`src/hdl/rshh_pkg.sv`:
```
// Package of the readout stream hit histogram: types, codes and constants.
`default_nettype none
package rshh_pkg;

   // Parameter defaults
   localparam int CRATES_DEF          = 16;
   localparam int CARDS_PER_CRATE_DEF = 16;
   localparam int COUNT_WIDTH_DEF     = 16;

   // Fixed geometry and widths
   localparam int CHANNELS   = 16;
   localparam int CSR_WIDTH  = 40;
   localparam int CARD_BITS  = 5;

   // Saturation limits
   localparam logic [4:0]  POS_SAT   = 5'd16;
   localparam logic [15:0] TOTAL_MAX = 16'hFFFF;

   // Register indexes
   localparam logic CSR_CARDS_LOW  = 1'b0;
   localparam logic CSR_CARDS_HIGH = 1'b1;

   // Item function codes
   localparam logic [1:0] FUNC_START = 2'd0;
   localparam logic [1:0] FUNC_BYTE  = 2'd1;
   localparam logic [1:0] FUNC_READ  = 2'd2;

   // Record type codes
   localparam logic [2:0] REC_END     = 3'd0;
   localparam logic [2:0] REC_HIT     = 3'd4;
   localparam logic [2:0] REC_CRATE   = 3'd5;
   localparam logic [2:0] REC_HIT_ROW = 3'd6;
   localparam logic [2:0] REC_ROW     = 3'd7;

   typedef struct packed {
      logic [1:0] func;
      logic [7:0] data_byte;
      logic [3:0] read_crate;
      logic [3:0] read_card;
      logic [3:0] read_channel;
   } req_type;

   typedef struct packed {
      logic [2:0]  record_type;
      logic [4:0]  current_crate;
      logic [4:0]  current_row;
      logic        hit_rejected;
      logic        stream_ended;
      logic        byte_ignored;
      logic [15:0] row_error_total;
      logic [15:0] unused_total;
      logic [15:0] count_value;
   } rsp_type;

   typedef enum logic [1:0] {
      ST_CLEAR,
      ST_IDLE,
      ST_READ,
      ST_EXEC
   } state_type;

   typedef struct packed {
      logic item_load;
      logic mem_rd;
      logic commit;
      logic clr_step;
   } cmd_type;

   typedef struct packed {
      logic clr_done;
      logic out_free;
      logic is_start;
   } sts_type;

endpackage
`default_nettype wire

```
`src/hdl/rshh_ctrl.sv`:
```
// Controller state machine of the readout stream hit histogram.
`default_nettype none
module rshh_ctrl (
   input  wire logic              clock,
   input  wire logic              reset,
   input  wire logic              req_valid,
   output logic                   req_ready,
   input  wire rshh_pkg::sts_type sts,
   output rshh_pkg::cmd_type      cmd
);

   rshh_pkg::state_type state_ff, state_in;

   // Hold state
   always_ff @(posedge clock) begin
      if (reset) begin
         state_ff <= rshh_pkg::ST_CLEAR;
      end else begin
         state_ff <= state_in;
      end
   end

   // Select next state
   always_comb begin
      state_in = state_ff;
      case (state_ff)
         rshh_pkg::ST_CLEAR: begin
            if (sts.clr_done) state_in = rshh_pkg::ST_IDLE;
         end
         rshh_pkg::ST_IDLE: begin
            if (req_valid) state_in = rshh_pkg::ST_READ;
         end
         rshh_pkg::ST_READ: begin
            state_in = rshh_pkg::ST_EXEC;
         end
         rshh_pkg::ST_EXEC: begin
            if (sts.out_free) begin
               state_in = sts.is_start ? rshh_pkg::ST_CLEAR : rshh_pkg::ST_IDLE;
            end
         end
         default: begin
            state_in = rshh_pkg::ST_CLEAR;
         end
      endcase
   end

   // Drive commands
   always_comb begin
      req_ready     = 1'b0;
      cmd           = '0;
      case (state_ff)
         rshh_pkg::ST_CLEAR: begin
            cmd.clr_step = 1'b1;
         end
         rshh_pkg::ST_IDLE: begin
            req_ready     = 1'b1;
            cmd.item_load = req_valid;
         end
         rshh_pkg::ST_READ: begin
            cmd.mem_rd = 1'b1;
         end
         rshh_pkg::ST_EXEC: begin
            cmd.commit = sts.out_free;
         end
         default: begin
            cmd = '0;
         end
      endcase
   end

endmodule
`default_nettype wire

```
`config.mk`:
```
export PLATFORM = sky130hd
export DESIGN_NAME = rshh_ctrl
export DESIGN_NICKNAME = d
export VERILOG_FILES = /design/src/hdl/rshh_pkg.sv /design/src/hdl/rshh_ctrl.sv
export SDC_FILE = /design/constraint.sdc
export NUM_CORES = 1
export LEC_CHECK = 0
export ABC_AREA = 1
export BUFFER_PORTS_ARGS = -buffer_cell sky130_fd_sc_hd__clkbuf_2
export CAP_MARGIN = 20
export CORE_AREA = 8 8 45 47
export DETAILED_ROUTE_END_ITERATION = 12
export DIE_AREA = 0 0 53 55
export SYNTH_ARGS = -nofsm -noshare
export SYNTH_HDL_FRONTEND = slang
export SYNTH_SLANG_ARGS = --single-unit
export TNS_END_PERCENT = 30
```
`constraint.sdc`:
```
create_clock -name clock -period 2.3 [get_ports clock]
set_input_delay 0.46 -clock clock [delete_from_list [all_inputs] [get_ports clock]]
set_output_delay 0.46 -clock clock [all_outputs]
set_load 0.01 [all_outputs]
```
# ---- After elaboration in Yosys (flattened, before gate mapping)
# Index checks and enable logic that the tools add are counted.
dict set report op_classes {
  mux 10
  n_reduce_logical 2
  n_eq_ne 6
}
# op n
set op_table {}
lappend op_table {{2-bit one-hot mux with 4 select lines} 1}
lappend op_table {{1-bit 2-to-1 mux} 6}
lappend op_table {{2-bit 2-to-1 mux} 3}
lappend op_table {{2-bit != test, second input constant} 3}
lappend op_table {{2-bit equality test, second input constant} 2}
lappend op_table {{3-bit AND reduction} 1}
lappend op_table {{2-bit by 1-bit equality test with 1-bit output, second input constant} 1}
lappend op_table {{2-bit logical NOT} 1}
dict set report word_totals {
  output_inout_bits 5
  ff_bits 2
  wordCells 19
}

# ---- Depth between registers and ports, before layout
dict set report logic_depth {
  word_depth 3
  mapped_depth 7
}

# ---- Worst setup path before layout
# OpenSTA, ideal clock, no wires.
dict set report synth_timing {
  path_kind {register -> output}
  startpoint {register state_ff[1]}
  endpoint {output cmd[3] (netlist bit)}
  slack_ns 1.046
  path_stages_with_launch 5
  path_buffers 0
  arrival_ns 0.794
  cell_sequence {dfxtp_1 inv_1 ha_1 nand2_1 inv_1}
}
# item line
set synth_lines {}
lappend synth_lines {{from (decl)} rshh_ctrl.sv:12} ;# rshh_pkg::state_type state_ff, state_in;
lappend synth_lines {{from (signal assigned)} rshh_ctrl.sv:17} ;# state_ff <= rshh_pkg::ST_CLEAR;
lappend synth_lines {{from (signal assigned)} rshh_ctrl.sv:19} ;# state_ff <= state_in;
lappend synth_lines {{to (decl)} rshh_ctrl.sv:9} ;# output rshh_pkg::cmd_type cmd

==> out/results.tsv <==
metric	value	unit
grt_pass1_vias	219	
drt_first_pass_iters	2	
max_cap_violations	0	
r2r-end	state_ff[1]	
dieHeight	55	um
hold_viol	0	
cts_hold_buffers	0	
gp_congestion	0.696	
drt_iter0_markers	2	
critPathLaunchType	flop	
rsz0062_at_grt	false	
grt_use_total	0.0436	
grt_max_degree	6	
required	1.84	ns
postSynthCellCount	33	
p_per_area	1160	mW/mm2
synth_cell_types	8	
synth_fp_nets	43	
crit_arrival	1.13	ns
min_from	reset	
slew_viol_final	0	
dr_total_vias	220	
ys_seq_elements	2	
final_cell_mix	10 x inv_1, 10 x nand2_1, 10 x clkbuf_2	
period_minus_slack	1.59	ns
io_buffer_count	10	
antenna_found_initial	0	
gr-total-overflow	0	
grt_pass1_wl	793	um
yosysSeqAreaShare	0.198	
post_cts_resized	0	
worst_slack	0.708	ns
cts-htree-levels	1	
largest_register_ffs	2	
syn_to_final_growth	45.7	%
holdPathStages	2	
core_area	0.00138	mm2
finalWirelength	498	um
final_util	0.213	
status	complete, no violations	
cts-root-buf	clkbuf_4	
worstPathMaxFanout	5	
fin_skew	0.00527	ns
setup.worst_path.class	reg2out	
synth_area	203	um2
dpl.hpwl	428	um
pre_cts_ws	0.933	ns
p_leak	0.195	nW
ys_warn_count	0	
top_regs	state_ff: 2 flops	
post_cts_buffers	0	
drive_gt1_frac	0.326	
rows	14	
tightest_slew	0.173	ns
clk_path_buf_depth	2	
die_x	53	um
regMostFlops	state_ff	
vias_per_cell	3.55	
p_total	342	uW
final_nets	58	
hold_end	state_ff[0]	
endpoint_kind	output pin	
setup_viol	0	
fmax	628	MHz
cts_tree	built	
holdWs	0.402	ns
worstRegToRegCells	7	
clock-sinks	2	
peakVddDrop	0.000249	V
fin_tns_setup	0	ns
avgSynthCellArea	6.14	um2
drtAntennaViolNets	0	
start_util	0.146	
clk_latency	0.23	ns
diodes	0	
num_io_pins	11	
wire_per_inst	8.03	um
max-slew-margin-rel	0.884	
dieArea	0.00292	mm2
rrSetupSlack	1.07	ns
numCtsBuffers	3	
r2r-start	state_ff[0]	
fin_crit_sh	0.692	
path_clk_slew	0.03	ns
hold_class	in2reg	
detail_route.drc_violations	0	
-- Yosys cell counts --
master   number  area [um2]
a21oi_1       2        10.0
dfxtp_1       2        40.0
ha_1          4        50.1
inv_1        10        37.5
nand2_1      10        37.5
nand2_2       1        6.26
nand3_1       3        15.0
nor2_2        1        6.26
-- critical path: stages (launching register included) --
cell      delay (ns)
dfxtp_1         0.39
inv_1           0.09
ha_1            0.22
nand2_1         0.06
inv_1           0.03
clkbuf_2        0.11
-- through the flow --
stage	cells	area, um2
after floorplan	33	203
after global placement	59	273
after detailed placement	59	273
after CTS	62	295
after global routing	62	295
final	62	295
-- area by class of cell --
type	instances	area, um2
clock buffers	3	22.5
repair buffers	10	50.0
fillers	174	1090
well taps	16	20.0
inverters	10	37.5
flip-flops and latches	2	40.0
multi-input cells	21	125
-- routing by layer --
layer | share of wire | wire [um] | vias to the layer above | GRT usage
met3 | 0.092 | 46 | 0 | 0.0481
met5 | 0 | 0 | - | 0
li1 | - | - | 121 | -
met1 | 0.29 | 144 | 96 | 0.0136
met4 | 0 | 0 | 0 | 0.0517
met2 | 0.62 | 307 | 3 | 0.0801
-- how the worst max path moves through the flow --
| stage | start | slack [ns] | end |
|---|---|---|---|
| after detailed placement | state_ff[1] | 0.93 | cmd[3] |
| after floorplan | state_ff[1] | 1.05 | cmd[3] |
| after CTS | state_ff[1] | 0.68 | cmd[3] |
| final | state_ff[1] | 0.71 | cmd[3] |
| after global placement | state_ff[1] | 0.96 | cmd[3] |
| after global routing | state_ff[1] | 0.61 | cmd[3] |
-- report_power, final --
group	total (mW)	switching [mW]	leakage [nW]	internal [mW]
Combinational	0.190	0.110	0.165	0.0803
Sequential	0.0720	0.0208	0.0165	0.0512
Clock	0.0798	0.0221	0.0138	0.0578
-- cells by family (layout without fill, tap and decap cells) --
family / Yosys count / after routing / synth area share
flip-flops: 2 / 2 / 0.198
buffers and inverters: 10 / 23 / 0.185
AO/OA/AOI/OAI: 2 / 2 / 0.0494
adder cells (fa/ha/maj): 4 / 4 / 0.247
AND/OR/NAND/NOR: 15 / 15 / 0.321
Note: power is estimated with default switching activity, not from simulation.
